### src/rtl/kdmh_pkg.sv
// Shared types and constants for the key debouncer with multi-stage hold.
// No dependencies; imported by every module of the block.
package kdmh_pkg;

    localparam int unsigned KEY_LINES_DEF = 6;
    localparam int unsigned CFG_W         = 8;
    localparam int unsigned CFG_ADDR_W    = 2;
    localparam int unsigned STAGE_W       = 2;

    // Configuration register indexes
    localparam logic [CFG_ADDR_W-1:0] REG_SETTLE = 2'd0;
    localparam logic [CFG_ADDR_W-1:0] REG_HOLD1  = 2'd1;
    localparam logic [CFG_ADDR_W-1:0] REG_HOLD2  = 2'd2;
    localparam logic [CFG_ADDR_W-1:0] REG_HOLD3  = 2'd3;

    localparam logic [CFG_W-1:0] SETTLE_RST = 8'd10;
    localparam logic [CFG_W-1:0] HOLD1_RST  = 8'd150;
    localparam logic [CFG_W-1:0] HOLD2_RST  = 8'd100;
    localparam logic [CFG_W-1:0] HOLD3_RST  = 8'd150;

    localparam logic [STAGE_W-1:0] STAGE_MAX = 2'd3;

    // Operation codes carried in tuser
    localparam logic OP_TICK = 1'b0;
    localparam logic OP_EDGE = 1'b1;

    typedef struct packed {
        logic [CFG_W-1:0] settle_ticks;
        logic [CFG_W-1:0] first_hold_ticks;
        logic [CFG_W-1:0] second_hold_ticks;
        logic [CFG_W-1:0] third_hold_ticks;
    } t_cfg;

    typedef struct packed {
        logic               settled;
        logic               key_down;
        logic               hold_event;
        logic [STAGE_W-1:0] hold_level;
        logic               code_changed;
    } t_flags;

endpackage

### src/rtl/key_debounce_multi_hold_core.sv
// Key debouncer with three long-press stages: top level with stream channels.
// Depends on kdmh_pkg, kdmh_cfg and kdmh_step.
//
// Usage:
//   Slave channel s_axis_*: one request per poll tick or key-edge interrupt.
//   tuser carries the operation (0 tick, 1 edge), tdata the sampled key lines
//   (active low, all ones = no key).
//   Master channel m_axis_*: exactly one result per request, in order.
//   Config port: i_cfg_we/i_cfg_addr/i_cfg_wdata writes settle and hold
//   reloads; write only while no request is in flight.
// Timing: a request is registered at acceptance; the state update and the
//   result register load happen together once the result register is free.
//   The single state update stage sets the rate: one request per cycle,
//   sustained while m_axis_tready stays high.
// Reset: synchronous, active low; state goes to no key, no scan, hold 0,
//   config to 10/150/100/150, both channels empty.
// Stall: when m_axis_tready is low the result holds; one more request may
//   be taken into the input register, then s_axis_tready drops.
module key_debounce_multi_hold_core import kdmh_pkg::*; #(
    parameter int unsigned KEY_LINES = KEY_LINES_DEF
) (
    input  logic                         i_clk,
    input  logic                         i_rst_n,
    input  logic                         s_axis_tvalid,
    output logic                         s_axis_tready,
    // [KEY_LINES-1:0] key_lines, zero padded
    input  logic [((KEY_LINES + 7) / 8) * 8 - 1:0] s_axis_tdata,
    // [0] operation
    input  logic                         s_axis_tuser,
    output logic                         m_axis_tvalid,
    input  logic                         m_axis_tready,
    // stable_code, code_changed, hold_level[2], hold_event, key_down,
    // settled, zero padded (lowest bit first)
    output logic [((KEY_LINES + $bits(t_flags) + 7) / 8) * 8 - 1:0] m_axis_tdata,
    input  logic                         i_cfg_we,
    input  logic [CFG_ADDR_W-1:0]        i_cfg_addr,
    input  logic [CFG_W-1:0]             i_cfg_wdata
);

    localparam int unsigned RES_W  = KEY_LINES + $bits(t_flags);
    localparam int unsigned OUT_W  = ((RES_W + 7) / 8) * 8;

    t_cfg                 cfg;
    t_flags               flags;
    logic [KEY_LINES-1:0] code;

    logic                 r_in_valid;
    logic                 r_in_op;
    logic [KEY_LINES-1:0] r_in_keys;
    logic                 r_out_valid;
    logic [RES_W-1:0]     r_out_data;
    logic                 out_free;
    logic                 advance;

    assign out_free      = !r_out_valid || m_axis_tready;
    assign advance       = r_in_valid && out_free;
    assign s_axis_tready = !r_in_valid || out_free;

    always_ff @(posedge i_clk) begin
        if (!i_rst_n) begin
            r_in_valid <= 1'b0;
        end else if (s_axis_tready) begin
            r_in_valid <= s_axis_tvalid;
        end
    end

    always_ff @(posedge i_clk) begin
        if (s_axis_tready && s_axis_tvalid) begin
            r_in_op   <= s_axis_tuser;
            r_in_keys <= s_axis_tdata[KEY_LINES-1:0];
        end
    end

    kdmh_cfg u_cfg (
        .i_clk   (i_clk),
        .i_rst_n (i_rst_n),
        .i_we    (i_cfg_we),
        .i_addr  (i_cfg_addr),
        .i_wdata (i_cfg_wdata),
        .o_cfg   (cfg)
    );

    kdmh_step #(
        .KEY_LINES (KEY_LINES)
    ) u_step (
        .i_clk   (i_clk),
        .i_rst_n (i_rst_n),
        .i_en    (advance),
        .i_op    (r_in_op),
        .i_keys  (r_in_keys),
        .i_cfg   (cfg),
        .o_code  (code),
        .o_flags (flags)
    );

    always_ff @(posedge i_clk) begin
        if (!i_rst_n) begin
            r_out_valid <= 1'b0;
        end else if (out_free) begin
            r_out_valid <= r_in_valid;
        end
    end

    always_ff @(posedge i_clk) begin
        if (advance) begin
            r_out_data <= {flags, code};
        end
    end

    assign m_axis_tvalid = r_out_valid;
    assign m_axis_tdata  = OUT_W'(r_out_data);

endmodule

### src/rtl/kdmh_cfg.sv
// Configuration register file: settle and three hold timer reloads.
// Depends on kdmh_pkg.
module kdmh_cfg import kdmh_pkg::*; (
    input  logic                  i_clk,
    input  logic                  i_rst_n,
    input  logic                  i_we,
    input  logic [CFG_ADDR_W-1:0] i_addr,
    input  logic [CFG_W-1:0]      i_wdata,
    output t_cfg                  o_cfg
);

    t_cfg r_cfg;

    always_ff @(posedge i_clk) begin
        if (!i_rst_n) begin
            r_cfg.settle_ticks      <= SETTLE_RST;
            r_cfg.first_hold_ticks  <= HOLD1_RST;
            r_cfg.second_hold_ticks <= HOLD2_RST;
            r_cfg.third_hold_ticks  <= HOLD3_RST;
        end else if (i_we) begin
            case (i_addr)
                REG_SETTLE: r_cfg.settle_ticks      <= i_wdata;
                REG_HOLD1:  r_cfg.first_hold_ticks  <= i_wdata;
                REG_HOLD2:  r_cfg.second_hold_ticks <= i_wdata;
                REG_HOLD3:  r_cfg.third_hold_ticks  <= i_wdata;
                default:    r_cfg <= r_cfg;
            endcase
        end
    end

    assign o_cfg = r_cfg;

endmodule

### src/rtl/kdmh_step.sv
// Debounce and hold state, updated once for each accepted request.
// Depends on kdmh_pkg.
module kdmh_step import kdmh_pkg::*; #(
    parameter int unsigned KEY_LINES = KEY_LINES_DEF
) (
    input  logic                 i_clk,
    input  logic                 i_rst_n,
    input  logic                 i_en,
    input  logic                 i_op,
    input  logic [KEY_LINES-1:0] i_keys,
    input  t_cfg                 i_cfg,
    output logic [KEY_LINES-1:0] o_code,
    output t_flags               o_flags
);

    localparam logic [KEY_LINES-1:0] NO_KEY = {KEY_LINES{1'b1}};

    logic [KEY_LINES-1:0] r_cand, n_cand;
    logic [KEY_LINES-1:0] r_acc, n_acc;
    logic [CFG_W-1:0]     r_settle, n_settle;
    logic [CFG_W-1:0]     r_hold, n_hold;
    logic [STAGE_W-1:0]   r_stage, n_stage;
    logic                 r_active, n_active;
    logic                 r_done, n_done;
    logic                 r_pressed, n_pressed;
    logic                 changed, hold_ev;

    always_comb begin
        n_cand    = r_cand;
        n_acc     = r_acc;
        n_settle  = r_settle;
        n_hold    = r_hold;
        n_stage   = r_stage;
        n_active  = r_active;
        n_done    = r_done;
        n_pressed = r_pressed;
        changed   = 1'b0;
        hold_ev   = 1'b0;
        if (i_op == OP_EDGE) begin
            // edge while a scan runs is ignored
            if (!r_active) begin
                n_cand    = i_keys;
                n_active  = 1'b1;
                n_done    = 1'b0;
                n_settle  = i_cfg.settle_ticks;
                n_pressed = (i_keys != NO_KEY);
                n_hold    = '0;
                n_stage   = '0;
            end
        end else if (i_keys == r_cand) begin
            if (r_settle != '0) begin
                n_settle = r_settle - 1'b1;
                if (r_settle == CFG_W'(1)) begin
                    n_done   = 1'b1;
                    n_active = 1'b0;
                    if (r_acc != r_cand) begin
                        n_acc   = r_cand;
                        changed = 1'b1;
                        if (i_keys == NO_KEY) begin
                            n_hold    = '0;
                            n_pressed = 1'b0;
                        end else begin
                            n_hold    = i_cfg.first_hold_ticks;
                            n_pressed = 1'b1;
                        end
                    end
                end
            end else if (r_done && !r_active && r_pressed && r_stage != STAGE_MAX) begin
                if (r_hold != '0) begin
                    n_hold = r_hold - 1'b1;
                    if (r_hold == CFG_W'(1)) begin
                        n_stage = r_stage + 1'b1;
                        hold_ev = 1'b1;
                        // reaching the last stage leaves the timer at zero
                        if (r_stage == STAGE_W'(0)) begin
                            n_hold = i_cfg.second_hold_ticks;
                        end else if (r_stage == STAGE_W'(1)) begin
                            n_hold = i_cfg.third_hold_ticks;
                        end
                    end
                end
            end
        end else begin
            n_cand   = i_keys;
            n_settle = i_cfg.settle_ticks;
            n_hold   = '0;
            n_stage  = '0;
        end
    end

    always_ff @(posedge i_clk) begin
        if (!i_rst_n) begin
            r_cand    <= '0;
            r_acc     <= NO_KEY;
            r_settle  <= '0;
            r_hold    <= '0;
            r_stage   <= '0;
            r_active  <= 1'b0;
            r_done    <= 1'b0;
            r_pressed <= 1'b0;
        end else if (i_en) begin
            r_cand    <= n_cand;
            r_acc     <= n_acc;
            r_settle  <= n_settle;
            r_hold    <= n_hold;
            r_stage   <= n_stage;
            r_active  <= n_active;
            r_done    <= n_done;
            r_pressed <= n_pressed;
        end
    end

    assign o_code               = n_acc;
    assign o_flags.code_changed = changed;
    assign o_flags.hold_level   = n_stage;
    assign o_flags.hold_event   = hold_ev;
    assign o_flags.key_down     = n_pressed;
    assign o_flags.settled      = n_done;

endmodule

### config.mk
export PLATFORM = sky130hd
export DESIGN_NAME = key_debounce_multi_hold_core
export DESIGN_NICKNAME = d
export VERILOG_FILES = /design/src/rtl/kdmh_pkg.sv /design/src/rtl/key_debounce_multi_hold_core.sv /design/src/rtl/kdmh_cfg.sv /design/src/rtl/kdmh_step.sv
export SDC_FILE = /design/constraint.sdc
export NUM_CORES = 1
export LEC_CHECK = 0
export ABC_AREA = 1
export BUFFER_PORTS_ARGS = -buffer_cell sky130_fd_sc_hd__buf_4
export CORE_MARGIN = 2
export CORE_UTILIZATION = 59
export CTS_CLUSTER_SIZE = 8
export DETAILED_ROUTE_END_ITERATION = 16
export HOLD_SLACK_MARGIN = 0.05
export PLACE_DENSITY_LB_ADDON = 0.3
export SETUP_SLACK_MARGIN = 0.02
export SYNTH_ARGS = -nofsm -noshare
export SYNTH_HDL_FRONTEND = slang
export SYNTH_SLANG_ARGS = --single-unit
### constraint.sdc
create_clock -name i_clk -period 1.95 [get_ports i_clk]
set_input_delay 0.0975 -clock i_clk [delete_from_list [all_inputs] [get_ports i_clk]]
set_output_delay 0.0975 -clock i_clk [all_outputs]
set_load 0.05 [all_outputs]
# After elaboration in Yosys (flattened, before gate mapping)
# Index checks and enable logic that the tools add are counted.
# word_totals
ff_bits,86
inputBits,24
wordCells,121
# op_classes
n_addsub,3
n_eq_ne,18
muxes,49
bitwise_logic,5
reduce_logical,27
# ops
operator,n
two-way mux 8 bit,16
two-way mux 6 bit,8
two-way mux 1 bit,18
== test 8 x 1 -> 1 bit (second input constant),2
!= test 4 bit (second input constant),4
nonzero test 8 bit,2
subtractor 8 x 1 -> 8 bit (second input constant),2
two-way mux 2 bit,7
AND reduction 2 bit,4
== test 6 bit,1
== test 6 bit (second input constant),1
!= test 2 bit (second input constant),3
!= test 6 bit,1
!= test 6 bit (second input constant),1
AND reduction 3 bit,2
AND reduction 6 bit,1
nonzero test 2 bit,3
logical AND 1 bit,5
NOT 1 bit,5
OR reduction 5 bit,1
== test 2 x 1 -> 1 bit (second input constant),2
== test 2 bit (second input constant),2
zero test 2 bit,2
AND reduction 4 bit,1
5 further kinds,8

# Logic depth before layout (Yosys ltp)
# Gate-level depths: netlist (run 1).
# depth
word_depth,9
depth_mapped,13
depth_no_buf,13

# Hierarchy
# A second synthesis (run 1) with hierarchy kept.
# hier_totals
hier_cells,660
hier_area_um2,4635.7
# modules_own_cells
module,instances,cells_each,area_each_um2
kdmh_step,1,438,2637.5
kdmh_cfg,1,185,1298.7
key_debounce_multi_hold_core,1,37,699.4

# Least setup slack after synthesis (run 1)
# OpenSTA, ideal clock, no wires.
# synth_path
path_kind,reg2reg
startpoint,"register r_out_valid, in the netlist m_axis_tvalid"
endpoint,register u_step.r_done
setup_ps,115
t_arrival_ps,1714
required_time_ps,1835
setup_slack_ps,120
stages_incl_launch_ff,8
synth_period_minus_slack_ps,1830
path_cell_list,dfxtp_1 nand2_1 nand2_1 clkinv_1 nor2_1 nor2_1 o21ai_0 inv_1
# synth_via
elab_chain_cells,3
# synth_rtl
item,line_no,text
start: declaration,key_debounce_multi_hold_core.sv:50,logic r_out_valid;
start signal: assignment,key_debounce_multi_hold_core.sv:100,r_out_valid <= r_in_valid;
zero test 1 bit,key_debounce_multi_hold_core.sv:55,assign out_free = !r_out_valid || m_axis_tready;
logical OR 1 bit,key_debounce_multi_hold_core.sv:55,
logical AND 1 bit,key_debounce_multi_hold_core.sv:56,assign advance = r_in_valid && out_free;
net advance,key_debounce_multi_hold_core.sv:53,logic advance;
end signal: assignment,kdmh_step.sv:108,r_done <= n_done;
end: declaration,kdmh_step.sv:24,"logic r_done, n_done;"
# The timed path passes the listed nets, and every way through them passes these cells.
# A chain may end at the register's enable or synchronous reset.

# Worst setup path in the final report (run 1)
# layout_path
startpoint,register r_in_keys[2]
endpoint,register u_step.r_active
# layout_via
elab_chain_cells,3
# layout_rtl
item,line_no,text
start: declaration,key_debounce_multi_hold_core.sv:49,logic [KEY_LINES-1:0] r_in_keys;
start signal: assignment,key_debounce_multi_hold_core.sv:70,r_in_keys <= s_axis_tdata[KEY_LINES-1:0];
== test 6 bit,kdmh_step.sv:50,end else if (i_keys == r_cand) begin
nonzero test 2 bit (no line),n/a,
AND reduction 4 bit (no line),n/a,
end signal: assignment,kdmh_step.sv:107,r_active <= n_active;
end: declaration,kdmh_step.sv:23,"logic r_active, n_active;"
# Every way passes these cells.

==> results.md, run 1 <==
- EDFF count, synth: 19
- CP Data Arrival Time: 2.08 ns
- Residual DRC: 0
- RSZ-0062 raised after global routing: yes
- Hold Worst Slack: 0.2067 ns
- PortBufs: 35
- Crit-path slowest cell: edfxtp_1
- Fmax: 545.0 MHz
- Minimum clock period: 1.835 ns
- Slew margin rel.: 0.6511
- H-tree depth: 3
- CP Capture Type: register
- Initial antenna violation count: 0
- Placer Congestion: 0.9067
- Crit-path max FO: 6
- Area leader, netlist: dfxtp_1
- Startpoint Class: register
- Vias in the first global route: 3756
- Num ports: 42
- MaxCap Viol Count: 0
- Core Region: 7214 um^2
- Placed Area: 4785 um^2
- DRT Pass-1 Iters: 5
- Unique masters post-synth: 38
- Final wirelength: 10700 um
- Worst path bufs/invs: 1
- Final setup margin: 0.1150 ns
- First-pass GRT wire length: 17390 um
- DP Worst Slack: 0.03859 ns
- Layout Skew: 0.009875 ns
- Antenna diodes: 0
- CTS max path bufs: 2
- CTS Buf Count: 9
- Hold WC Path Type: input pin to register
- Commonest cells in the netlist: nand2_1, nor2_1, dfxtp_1, inv_1, o21ai_0
- Async S/R FF share, synth: 0
- Count leader, synth: nand2_1
- Worst Path Required: 2.20 ns
- GRT Total Usage: 0.2647
- Die Area: 8078 um^2
- Worst slew pin tran: 0.5228 ns
- Total gr overflow: 0
- Seq/Total Area, Yosys: 0.4393
- CTS tree: done
- Vias: 4197
- Met2 Use GR: 0.4154
- Max VDD drop: 0.0004394 V
- Fin. max-slew vios: 0
- Power Dens Cells: 796.8 nW/um^2
- Layout cells sized above 1: 0.1579
- Top FF cell, synth: dfxtp_1
- Ordered list of cells on the worst path: nand2_1, nand2_1, nor2_2, nand2_2, nor2_4, nand4_1, o221ai_1, inv_1
- Clock transition at path regs: 0.09 ns
- Hold Fails Final Rpt: 0
- Final setup TNS: 0 ns
- Status: finished, final reports clean
- Met1 Usage GRT: 0.3726
- Largest net degree at the start of global routing: 55
- DR WL/cell: 14.00 um
- Placed Instances: 729
- Syn avg cell area: 7.351 um^2
- Synth Cell Area: 4352 um^2
- Cells after Synth: 592
- Synth area leaders: dfxtp_1, edfxtp_1, nand2_1
- Fin nets: 692
- Vias per cell: 5.493
- Top delay family on crit path: simple AND/OR/NAND/NOR gates
- Initial core utilization: 0.6032
- Routing usage on met3: 0.05281
- Count of state elements after synthesis: 86
- Die H: 89.88 um
- GR peak layer: met2
- Final period util: 0.9410
- CTS Root Cell: clkbuf_8
- Hpwl dp: 7309 um
- CP max stage delay: 0.43 ns
- Area Growth Syn to Fin: 19.93%
- CP Class: register to register
- Cell mode on critical path: nand2_1
- Std-Cell Rows: 31
- DR iter-0 viols: 340
- Static Leak: 2.404 nW
- Synth top area share: 0.3082
- Die width: 89.88 um
- Fin area: 5219 um^2
- Count of final setup violators: 0
- Syn. warnings: 0
- Post-DRT Antenna Nets: 0
- Num Clock Sinks: 86
- Clock Latency Late Sink: 0.36 ns
- Final std cells w/o fill: 764
[metal layers]
layer	vias up	share of wire
met2	188	0.46
met4	0	0.019
li1	2060	-
met1	1922	0.45
met5	-	0
met3	27	0.071
[what timing repair did]
action / CTS / global route
hold endpoints to repair: 37 / 0
setup buffers: 0 / 2
pin swaps: 0 / 2
hold buffers: 17 / 0
resized for setup: 2 / 9
setup endpoints to repair: 3 / 10
[cell families after synthesis]
| family | after synthesis | synth area share |
|---|---|---|
| and+or+nand+nor | 270 | 0.2746 |
| adders and majority gates | 8 | 0.02300 |
| muxes | 1 | 0.002300 |
| buffers and inverters | 91 | 0.08683 |
| AOI/OAI and AO/OA | 126 | 0.1550 |
| other | 1 | 0.0008617 |
| DFF | 86 | 0.4393 |
| xor gates and xnor gates | 9 | 0.01811 |
[per-stage QoR]
stage	util	power, mW
finish	0.7234	4.159
detailed placement	0.6632	2.755
global route	0.7234	4.330
global placement	0.6632	2.728
CTS	0.7178	4.123
floorplan	-	2.546
[cells in the final DEF (no fill, tap or decap), types with 3 or more instances in the layout]
master and instances:
o21ai_1 13, dlygate4sd3_1 17, nor2_4 4, ha_1 8
nand3_1 33, xnor2_1 4, dfxtp_1 66, conb_1 4
a21oi_1 44, nor3_2 3, edfxtp_1 19, clkbuf_8 10
buf_4 56, nor2_2 5, clkinv_1 3, xor2_1 5
nor2_1 67, nand2_1 137, nand2_2 3, o211ai_1 12
nand4_1 6, o21ai_0 51, inv_2 7, inv_1 61
nor3_1 3
[cell type report]
cell class / count / area (um^2)
Fill cell: 576 / 1996
Sequential cell: 86 / 1913
Timing Repair Buffer: 73 / 590.6
Clock inverter: 4 / 52.55
Clock buffer: 12 / 166.4
Tap cell: 99 / 123.9
Multi-Input combinational cell: 418 / 2100
Inverter: 72 / 272.8
[registers in the layout, summed over array words and instances, names as in the netlist]
signal            flops
u_step.r_acc          6
u_step.r_pressed      1
u_step.r_cand         6
r_in_valid            1
m_axis_tvalid         1
u_step.r_settle       8
r_out_data           12
u_step.r_hold         8
u_cfg.o_cfg          32
r_in_keys             6
r_in_op               1
u_step.r_active       1
u_step.r_done         1
u_step.r_stage        2
[final timing paths]
kind,start,end,slack [ns],cells after the start
setup / recovery,r_in_keys[2]$_DFFE_PP_,u_step.r_active$_SDFFE_PN0P_,0.12,8
hold / removal,i_cfg_addr[0],u_cfg.o_cfg[14]$_SDFFE_PN1P_,0.21,5
setup reg to reg,r_in_keys[2]$_DFFE_PP_,u_step.r_active$_SDFFE_PN0P_,0.12,8
hold reg to reg,u_cfg.o_cfg[3]$_SDFFE_PN0P_,u_cfg.o_cfg[3]$_SDFFE_PN0P_,0.45,2
[worst reg2reg max path: stages (launching register included)]
cell	delay, ns
edfxtp_1	0.43
nand2_1	0.10
nand2_1	0.06
nor2_2	0.12
nand2_2	0.10
nor2_4	0.17
nand4_1	0.32
o221ai_1	0.36
inv_1	0.07
[power by group]
group	internal, mW	switching, mW
sequential	1.92	0.0750
combinational	0.282	0.502
clock	0.711	0.665
(Power assumes the default switching activity.)
==> run 2, diff against run 1 <==
--- a/config.mk
+++ b/config.mk
@@ -12,7 +12,7 @@
 export CTS_CLUSTER_SIZE = 8
 export DETAILED_ROUTE_END_ITERATION = 16
 export HOLD_SLACK_MARGIN = 0.05
-export PLACE_DENSITY_LB_ADDON = 0.3
+export PLACE_DENSITY = 0.8
 export SETUP_SLACK_MARGIN = 0.02
 export SYNTH_ARGS = -nofsm -noshare
 export SYNTH_HDL_FRONTEND = slang
==> results.md, run 2 (same netlist as run 1, synthesis figures left out) <==
- Worst Path Required: 2.06 ns (was 2.20 ns)
- Hold Worst Slack: 0.1854 ns (was 0.2067 ns)
- CP Data Arrival Time: 1.95 ns (was 2.08 ns)
- Commonest non-fill, non-tap cell in the layout: nand2_1 (unchanged)
- Final period util: 0.9419 (was 0.9410)
- Num Clock Sinks: 86 (unchanged)
- Final wirelength: 10510 um (was 10700 um)
- Startpoint Class: register (unchanged)
- DR WL/cell: 13.63 um (was 14.00 um)
- DR iter-0 viols: 294 (was 340)
- Hpwl dp: 7266 um (was 7309 um)
- Crit-path max FO: 5 (was 6)
- Vias: 4128 (was 4197)
- Worst slew pin tran: 0.5180 ns (was 0.5228 ns)
- Fin. max-slew vios: 0 (unchanged)
- Die width: 89.88 um (unchanged)
- H-tree depth: 3 (unchanged)
- Fill cell count: 576 (unchanged)
- GR peak layer: met2 (unchanged)
- First-pass GRT wire length: 17380 um (was 17390 um)
- Met2 Use GR: 0.4274 (was 0.4154)
- Vias in the first global route: 3746 (was 3756)
- Largest net degree at the start of global routing: 46 (was 55)
- Vias per cell: 5.354 (was 5.493)
- Total gr overflow: 0 (unchanged)
- RSZ-0062 raised after global routing: yes (unchanged)
- Routing usage on met3: 0.04778 (was 0.05281)
- Final std cells w/o fill: 771 (was 764)
- Met1 Usage GRT: 0.3563 (was 0.3726)
- Cell mode on critical path: nor2_1 (was nand2_1)
- CP Class: register to register (unchanged)
- Max VDD drop: 0.0006185 V (was 0.0004394 V)
- Layout cells sized above 1: 0.1637 (was 0.1579)
- Max reg flops: 32 (unchanged)
- Num ports: 42 (unchanged)
- Final setup TNS: 0 ns (unchanged)
- Tot Pwr: 3.986 mW (was 4.159 mW)
- Register area: 1913 um^2 (unchanged)
- Power Dens Cells: 761.2 nW/um^2 (was 796.8 nW/um^2)
- Ordered list of cells on the worst path: inv_1, ha_1, nand2_1, nor2_1, nor2_1, nand3_2, or2_2, nand3_1, o21ai_0 (was nand2_1, nand2_1, nor2_2, nand2_2, nor2_4, nand4_1, o221ai_1, inv_1)
- Minimum clock period: 1.837 ns (was 1.835 ns)
- Final setup margin: 0.1133 ns (was 0.1150 ns)
- Fmax: 544.4 MHz (was 545.0 MHz)
- Multi-input logic area: 2100 um^2 (unchanged)
- CTS tree: done (unchanged)
- DRT Pass-1 Iters: 5 (unchanged)
- PortBufs: 35 (unchanged)
- Slew margin rel.: 0.6543 (was 0.6511)
- Core Region: 7214 um^2 (unchanged)
- Top delay family on crit path: simple AND/OR/NAND/NOR gates (unchanged)
- Post-DRT Antenna Nets: 0 (unchanged)
- CP Capture Type: register (unchanged)
- Clock Latency Late Sink: 0.36 ns (about the same)
- Count of final setup violators: 0 (unchanged)
- Static Leak: 2.423 nW (was 2.404 nW)
- MaxCap Viol Count: 0 (unchanged)
- GRT Total Usage: 0.2622 (was 0.2647)
- DP Worst Slack: -0.01752 ns (was 0.03859 ns)
- Placer Congestion: 0.8662 (was 0.9067)
- Die H: 89.88 um (unchanged)
- Worst path bufs/invs: 1 (unchanged)
- Initial antenna violation count: 0 (unchanged)
- Layout Skew: 0.01190 ns (was 0.009875 ns)
- Crit-path slowest cell: dfxtp_2 (was edfxtp_1)
- Antenna diodes: 0 (unchanged)
- Residual DRC: 0 (unchanged)
- Commonest non-fill, non-tap cells in the layout: nand2_1, nor2_1, dfxtp_1 (unchanged)
- Clock transition at path regs: 0.09 ns (about the same)
- Hold Fails Final Rpt: 0 (unchanged)
- Hold WC Path Type: input pin to register (unchanged)
- Area Growth Syn to Fin: 20.33% (was 19.93%)
- Status: finished, final reports clean (unchanged)
- Std-Cell Rows: 31 (unchanged)
- Placed Instances: 730 (was 729)
- CTS max path bufs: 2 (unchanged)
- Initial core utilization: 0.6032 (unchanged)
- CTS Root Cell: clkbuf_8 (unchanged)
- Die Area: 8078 um^2 (unchanged)
- CP max stage delay: 0.37 ns (was 0.43 ns)
- Fin nets: 699 (was 692)
- CTS Buf Count: 9 (unchanged)
run 2: cell count changes in the layout (fill, tap and decap cells not counted), moves of 2 or more:
cell / before / now
o21ai_1: 13 / 18
inv_4: 1 / 3
buf_4: 56 / 61
o21ai_2: 1 / 3
nor2_2: 5 / 3
o21ai_0: 51 / 44
nor2_1: 67 / 69
run 2: tightest hold or removal path: cells and delay by family:
family | cells | cell delay [ns]
buf+inv | 2 | 0.24
simple gates | 3 | 0.16
run 2: worst paths after layout:
| kind | start | end | slack (ns) | depth (start not counted) |
|---|---|---|---|---|
| min | i_cfg_addr[1] | u_cfg.o_cfg[20]$_SDFFE_PN1P_ | 0.19 | 5 |
| max | u_step.r_hold[0]$_SDFFE_PN0P_ | r_out_data[8]$_DFFE_PP_ | 0.11 | 9 |
| max reg2reg | u_step.r_hold[0]$_SDFFE_PN0P_ | r_out_data[8]$_DFFE_PP_ | 0.11 | 9 |
| min reg2reg | u_cfg.o_cfg[16]$_SDFFE_PN0P_ | u_cfg.o_cfg[16]$_SDFFE_PN0P_ | 0.46 | 2 |
run 2: report_power, final:
group	internal, mW	total [mW]	switching (mW)	leakage, nW
logic	0.295	0.792	0.497	1.61
registers	1.92	2.00	0.0748	0.723
clock network	0.540	1.20	0.656	0.0939
total	2.76	3.99	1.23	2.42
run 2: routing by layer:
layer  wire [um]  vias to the layer above
li1            -                     2077
met1        4738                     1888
met2        4893                      142
met3         673                       21
met4         202                        0
met5           0                        -
run 2: final cells by class:
| type | instances | area share |
|---|---|---|
| flip-flops and latches | 86 | 0.3654 |
| well taps | 99 | 0.02366 |
| clock inverters | 4 | 0.005496 |
| repair buffers | 80 | 0.1228 |
| inverters | 72 | 0.05209 |
| multi-input cells | 418 | 0.4010 |
| clock buffers | 12 | 0.02963 |
run 2: what timing repair did:
item	4_1_cts	5_1_grt
hold endpoints to repair	39	0
pin swaps	0	5
hold buffers	18	0
endpoints found under the setup margin	2	20
resized for setup	1	17
buffers inserted	0	7
run 2: metrics by stage:
stage	area (um^2)	utilization
floorplan	4363	-
global placement	4792	0.6642
detailed placement	4792	0.6642
CTS	5160	0.7152
global route	5236	0.7258
finish	5236	0.7258
